--- src/sv/kde_pkg.sv ---
// Shared constants, the state type and a helper function for the keypad decimal entry core.
package kde_pkg;

    localparam int NUM_KEYS   = 16;
    localparam int KEY_W      = 5;
    localparam int BCD_DIGITS = 16;
    localparam int BCD_W      = 64;
    localparam int BIN_W      = 54;
    localparam int LEN_W      = 6;
    localparam int TENS_W     = 3;
    localparam int ONES_W     = 4;
    localparam int CHUNK_W    = 8;
    localparam int POS_W      = 3;
    localparam int LEN_FULL_W = 7;

    localparam logic [KEY_W-1:0] KEY_NONE   = 5'd16;
    localparam logic [KEY_W-1:0] KEY_CLEAR  = 5'd15;
    localparam logic [KEY_W-1:0] KEY_DIGITS = 5'd10;

    typedef enum logic [3:0] {
        ST_IDLE = 4'b0001,
        ST_MAC  = 4'b0010,
        ST_SCAN = 4'b0100,
        ST_DONE = 4'b1000
    } kde_state_t;

    function automatic int value_bits(input int n);
        logic [63:0] p;
        int          b;
        p = 64'd1;
        for (int i = 0; i < n; i++)
        begin
            p = p * 64'd10;
        end
        p = p - 64'd1;
        b = 1;
        for (int i = 0; i < 64; i++)
        begin
            if (p[i])
            begin
                b = i + 1;
            end
        end
        return b;
    endfunction

endpackage

--- src/sv/keypad_decimal_entry_bit_length_core.sv ---
// Top level of the keypad decimal entry core with binary value and bit-length readout.
//
// Each beat on the input is one scan of a 16-key pad. A key whose bit rises against the
// previous scan counts as pressed, the highest such index winning; digit keys shift into
// a NUM_DIGITS-digit decimal register and key 15 clears it. One result beat follows each
// scan. A single shift-and-add unit multiplies the running value by ten, one digit a cycle,
// and a leading-one search then inspects one byte of the value a cycle, from the top byte
// down. The input stalls until the result is taken into the output register; a finished
// result may wait on the output while the next scan is taken.
module keypad_decimal_entry_bit_length_core #(
    parameter int NUM_DIGITS = 16
) (
    input  logic                         clk,
    input  logic                         rst_n,
    input  logic                         in_valid,
    output logic                         in_stall,
    input  logic [kde_pkg::NUM_KEYS-1:0] key_states,
    output logic                         out_valid,
    input  logic                         out_stall,
    output logic [kde_pkg::KEY_W-1:0]    key_seen,
    output logic [kde_pkg::BCD_W-1:0]    digits_bcd,
    output logic [kde_pkg::BIN_W-1:0]    binary_value,
    output logic [kde_pkg::LEN_W-1:0]    bit_length,
    output logic [kde_pkg::TENS_W-1:0]   length_tens,
    output logic [kde_pkg::ONES_W-1:0]   length_ones
);
    import kde_pkg::*;

    localparam int VAL_W   = value_bits(NUM_DIGITS);
    localparam int CH_N    = (VAL_W + CHUNK_W - 1) / CHUNK_W;
    localparam int PAD_W   = CH_N * CHUNK_W;
    localparam int CH_W    = (CH_N > 1) ? $clog2(CH_N) : 1;
    localparam int DIG_W   = (NUM_DIGITS > 1) ? $clog2(NUM_DIGITS) : 1;
    localparam int BCD_N   = (NUM_DIGITS < BCD_DIGITS) ? NUM_DIGITS : BCD_DIGITS;

    kde_state_t              state_reg, state_next;
    logic [NUM_KEYS-1:0]     prev_reg;
    logic [3:0]              digit_reg [NUM_DIGITS];
    logic [KEY_W-1:0]        key_reg;
    logic [VAL_W-1:0]        acc_reg, acc_next;
    logic [DIG_W-1:0]        dig_idx_reg;
    logic [CH_W-1:0]         ch_idx_reg;
    logic [LEN_FULL_W-1:0]   len_reg, len_next;

    logic                    out_valid_reg;
    logic [KEY_W-1:0]        key_out_reg;
    logic [BCD_W-1:0]        bcd_out_reg;
    logic [BIN_W-1:0]        bin_out_reg;
    logic [LEN_W-1:0]        len_out_reg;
    logic [TENS_W-1:0]       tens_out_reg;
    logic [ONES_W-1:0]       ones_out_reg;

    logic                    in_accept;
    logic                    out_free;
    logic [NUM_KEYS-1:0]     fresh;
    logic [KEY_W-1:0]        key_found;
    logic [PAD_W-1:0]        val_pad;
    logic [CHUNK_W-1:0]      chunk;
    logic [POS_W-1:0]        chunk_pos;
    logic [BCD_W-1:0]        bcd_now;
    logic [LEN_W-1:0]        len6;
    logic [13:0]             tens_prod;
    logic [TENS_W-1:0]       tens_now;
    logic [ONES_W-1:0]       ones_now;

    assign in_stall  = (state_reg != ST_IDLE);
    assign in_accept = in_valid && !in_stall;
    assign out_free  = !out_valid_reg || !out_stall;

    always_comb
    begin
        fresh     = key_states & ~prev_reg;
        key_found = KEY_NONE;
        for (int i = 0; i < NUM_KEYS; i++)
        begin
            if (fresh[i])
            begin
                key_found = KEY_W'(i);
            end
        end
    end

    // shared shift-and-add: value * 10 + digit
    assign acc_next = (acc_reg << 3) + (acc_reg << 1) + VAL_W'(digit_reg[dig_idx_reg]);

    assign val_pad = PAD_W'(acc_reg);
    assign chunk   = val_pad[ch_idx_reg * CHUNK_W +: CHUNK_W];

    always_comb
    begin
        chunk_pos = '0;
        for (int i = 0; i < CHUNK_W; i++)
        begin
            if (chunk[i])
            begin
                chunk_pos = POS_W'(i);
            end
        end
    end

    always_comb
    begin
        state_next = state_reg;
        len_next   = len_reg;
        unique case (state_reg)
            ST_IDLE:
            begin
                if (in_accept)
                begin
                    state_next = ST_MAC;
                end
            end
            ST_MAC:
            begin
                if (dig_idx_reg == '0)
                begin
                    state_next = ST_SCAN;
                end
            end
            ST_SCAN:
            begin
                if (chunk != '0)
                begin
                    len_next   = LEN_FULL_W'({ch_idx_reg, 3'b000}) + LEN_FULL_W'(chunk_pos)
                                 + LEN_FULL_W'(1);
                    state_next = ST_DONE;
                end
                else if (ch_idx_reg == '0)
                begin
                    len_next   = '0;
                    state_next = ST_DONE;
                end
            end
            ST_DONE:
            begin
                if (out_free)
                begin
                    state_next = ST_IDLE;
                end
            end
            default:
            begin
                state_next = ST_IDLE;
            end
        endcase
    end

    always_comb
    begin
        bcd_now = '0;
        for (int i = 0; i < BCD_N; i++)
        begin
            bcd_now[i*4 +: 4] = digit_reg[i];
        end
    end

    assign len6      = len_reg[LEN_W-1:0];
    assign tens_prod = 14'(len6) * 14'd205;
    assign tens_now  = tens_prod[13:11];
    assign ones_now  = ONES_W'(len6 - LEN_W'(tens_now) * LEN_W'(10));

    always_ff @(posedge clk or negedge rst_n)
    begin
        if (!rst_n)
        begin
            state_reg     <= ST_IDLE;
            prev_reg      <= '0;
            out_valid_reg <= 1'b0;
            for (int i = 0; i < NUM_DIGITS; i++)
            begin
                digit_reg[i] <= '0;
            end
        end
        else
        begin
            state_reg <= state_next;
            if (in_accept)
            begin
                prev_reg <= key_states;
                if (key_found < KEY_DIGITS)
                begin
                    for (int i = NUM_DIGITS - 1; i > 0; i--)
                    begin
                        digit_reg[i] <= digit_reg[i-1];
                    end
                    digit_reg[0] <= key_found[3:0];
                end
                else if (key_found == KEY_CLEAR)
                begin
                    for (int i = 0; i < NUM_DIGITS; i++)
                    begin
                        digit_reg[i] <= '0;
                    end
                end
            end
            if (state_reg == ST_DONE && out_free)
            begin
                out_valid_reg <= 1'b1;
            end
            else if (!out_stall)
            begin
                out_valid_reg <= 1'b0;
            end
        end
    end

    always_ff @(posedge clk)
    begin
        len_reg <= len_next;
        if (in_accept)
        begin
            key_reg     <= key_found;
            acc_reg     <= '0;
            dig_idx_reg <= DIG_W'(NUM_DIGITS - 1);
        end
        if (state_reg == ST_MAC)
        begin
            acc_reg     <= acc_next;
            dig_idx_reg <= dig_idx_reg - DIG_W'(1);
            ch_idx_reg  <= CH_W'(CH_N - 1);
        end
        if (state_reg == ST_SCAN)
        begin
            ch_idx_reg <= ch_idx_reg - CH_W'(1);
        end
        if (state_reg == ST_DONE && out_free)
        begin
            key_out_reg  <= key_reg;
            bcd_out_reg  <= bcd_now;
            bin_out_reg  <= BIN_W'(acc_reg);
            len_out_reg  <= len6;
            tens_out_reg <= tens_now;
            ones_out_reg <= ones_now;
        end
    end

    assign out_valid    = out_valid_reg;
    assign key_seen     = key_out_reg;
    assign digits_bcd   = bcd_out_reg;
    assign binary_value = bin_out_reg;
    assign bit_length   = len_out_reg;
    assign length_tens  = tens_out_reg;
    assign length_ones  = ones_out_reg;

endmodule

--- config.mk ---
export PLATFORM = sky130hd
export DESIGN_NAME = keypad_decimal_entry_bit_length_core
export DESIGN_NICKNAME = d
export VERILOG_FILES = /design/src/sv/kde_pkg.sv /design/src/sv/keypad_decimal_entry_bit_length_core.sv
export SDC_FILE = /design/constraint.sdc
export NUM_CORES = 1
export LEC_CHECK = 0
export ABC_CLOCK_PERIOD_IN_PS = 7500
export BUFFER_PORTS_ARGS = -buffer_cell sky130_fd_sc_hd__buf_2
export CELL_PAD_IN_SITES_DETAIL_PLACEMENT = 0
export CELL_PAD_IN_SITES_GLOBAL_PLACEMENT = 2
export CORE_MARGIN = 3
export CORE_UTILIZATION = 37
export DETAILED_ROUTE_END_ITERATION = 16
export PLACE_DENSITY = 0.84
export SETUP_SLACK_MARGIN = 0.02
export SYNTH_ARGS = -nofsm -noshare
export SYNTH_HDL_FRONTEND = slang
export SYNTH_SLANG_ARGS = --single-unit
--- constraint.sdc ---
create_clock -name clk -period 7.5 [get_ports clk]
set_input_delay 0.375 -clock clk [delete_from_list [all_inputs] [get_ports clk]]
set_output_delay 0.375 -clock clk [all_outputs]
set_load 0.02 [all_outputs]
==> reports/qor.yml <==
ys_seq_elements: 292
drcViolationCount: 0
seq_area_frac_synth: 0.547
tightest_slew_ns: 1.02
numPortBuffers: 157
path_clk_slew_ns: 0.06
p_sw_w: 0.00316
yosysMostFrequentCell: "edfxtp_1"
slew_viol_final: 0
ir_drop_v: 0.000154
viasPerCell: 5.32
vias: 10400
hold_buffers: 15
finalHoldViolations: 0
finalClockSkew_ns: 0.0387
synth_common_cells: "207 x edfxtp_1, 131 x ha_1, 111 x nand2_1"
synth.area.top_cells: "edfxtp_1 41%, dfrtp_1 14%, ha_1 11%"
clock_power_share: 0.222
post-cts-setup-buffers: 0
post_drt_wl_per_cell_um: 19.5
initial_core_util: 0.380
cts.path.max_buffers: 3
ys_warn_count: 0
syn_area_mm2: 0.0153
rows: 73
p_comb_frac: 0.461
critPathBufInv: 2
power_frac_seq: 0.317
synthDistinctLibCells: 66
layout_min_cycle_time_ns: 5.35
worst_setup_path_end_kind: "flop"
rsz0062_at_grt: "false"
run_status: "finished clean"
finalSetupTns_ns: 0
numCtsBuffers: 34
holdWs_ns: 0.0401
final_antenna_net_count: 0
num-nets-final: 1556
drive_gt1_frac: 0.188
syn_avg_cell_area_um2: 12.4
holdCritPathClass: "primary input to flop"
synth_top_area_share: 0.407
antennaDiodeCount: 0
rrSetupSlack_ns: 2.15
grt_max_degree: 80
chipWidth_um: 209
swShare: 0.412
grt_util_all_layers: 0.172
antenna_found_initial: 1
setup_violations: 0
die_h_um: 209
cts_num_sinks: 292
crit_chain: "mux4_2 > mux4_2 > inv_1 > fa_1 > inv_1 > ha_1 > a21oi_1 > nor2_1 > or4b_4 > a21oi_1 > o31ai_1 > a31oi_1 > o31ai_1 > xnor2_1 > nor2_1"
internal_power_w: 0.00452
ctsResizeCount: 0
crit_required_ns: 7.79
htreeDepth: 2
pin_count: 158
grt_first_pass_wirelength_um: 59600
yosys.area.top_type: "edfxtp_1"
postSynthCellCount: 1230
holdCritStartpoint: "key_states[5]"
timing.rr.end: "acc_reg[49]"
critPathTopFamily: "compound AO/OA/AOI/OAI gates"
p_leak_nw: 7.78
hold_depth: 3
cellPowerDensity_mw_per_mm2: 429
cpPeakStageDelay_ns: 0.86
r2r.worst_path.cells: 15
worstReg2RegStart: "dig_idx_reg[1]"
wirelength_um: 37900
die_area_mm2: 0.0437
synth_edf_count: 207
cts_root_buffer: "clkbuf_16"
syn2layout_area_growth_pct: 17.4
ys.flop_type: "edfxtp_1"
grt-ovfl-total: 0
place_congestion: 0.856
clock_latency_ns: 0.57
drtIter0Drc: 681
cp_max_fo: 18
slew_headroom: 0.322
critPathLaunchType: "flop"
grt_pass1_vias: 10400
synthArstFlopShare: 0.291
cpMaxStageDelayCell: "edfxtp_1"
finalCritPeriodShare: 0.714
crit_arrival_ns: 5.65
synth_nets: 1390
crit_type: "flop to flop"
dp_hpwl_um: 26800
timing.max_cap.violations: 0
dr.pass1.iters: 5
coreArea_mm2: 0.0402
holdPathEnd: "prev_reg[5]"
tritoncts: "yes"
fmaxAchievable_mhz: 187
how the worst max path moves through the flow:
stage,start,to,slack (ns),depth (start not counted)
after detailed placement,dig_idx_reg[1],acc_reg[49],2.12,15
after global placement,dig_idx_reg[1],acc_reg[49],2.21,15
after global routing,dig_idx_reg[1],acc_reg[49],1.86,15
after CTS,dig_idx_reg[1],acc_reg[49],2.11,15
after floorplan,dig_idx_reg[0],acc_reg[50],2.42,16
final,dig_idx_reg[1],acc_reg[49],2.15,15
metrics by stage:
step	std cells	cell area, µm²	worst slack [ns]	util	power [W]
after floorplan	1230	15300	2.42	-	0.00504
after global placement	1870	16600	2.21	0.413	0.00600
after detailed placement	1870	16600	2.12	0.413	0.00598
after CTS	1947	17900	2.11	0.446	0.00773
after global routing	1947	17900	1.86	0.446	0.00826
final	1947	17900	2.15	0.446	0.00768
cell type report:
cell class                      count  area [µm²]
Clock buffer                       49         947
Clock inverter                     13         214
Fill cell                        3748       22300
Inverter                           44         165
Multi-Input combinational cell    842        6570
Sequential cell                   292        8340
Tap cell                          525         657
Timing Repair Buffer              182        1010
layer usage:
layer / vias to the layer above / wire, µm / track usage
met1: 5086 / 17200 / 0.241
met3: 55 / 2160 / 0.0345
met2: 293 / 17600 / 0.269
met5: - / 13 / 0
met4: 2 / 893 / 0.0550
li1: 4921 / - / -
worst register-to-register path, delay by kind of cell, from the launching register on:
family | cells | cell delay [ns]
xor+xnor | 1 | 0.19
mux | 2 | 0.93
compound gates | 5 | 1.53
simple gates | 3 | 0.74
buf+inv | 2 | 0.20
fa+ha+maj | 2 | 0.63
flops | 1 | 0.86
power groups by stage:
stage               Combinational (W)  Sequential, W  Clock, W
floorplan                     0.00274        0.00230         0
global placement              0.00352        0.00248         0
detailed placement            0.00350        0.00247         0
CTS                           0.00354        0.00244   0.00175
global route                  0.00398        0.00247   0.00182
finish                        0.00354        0.00244   0.00171
cells by family after synthesis:
logic type / after synthesis / share of synthesized area
simple gates: 327 / 0.0992
flops: 292 / 0.547
compound gates: 273 / 0.125
fa+ha+maj: 140 / 0.119
buf+inv: 96 / 0.0245
xor+xnor: 61 / 0.0350
mux: 41 / 0.0500
layout by cell type (no fill, tap or decap), drive strengths merged, types with 28 or more instances in the layout:
cell    synthesis  routed
a21o           34      34
a21oi          73      73
a22o           64      64
buf             7     167
clkbuf         45      49
dfrtp          84      84
edfxtp        207     207
ha            131     131
inv            44      47
mux4           28      28
nand2         111     111
nor2          102     102
o21ai          40      40
xnor2          36      36
No activity file was read; power rests on OpenSTA's default activity.
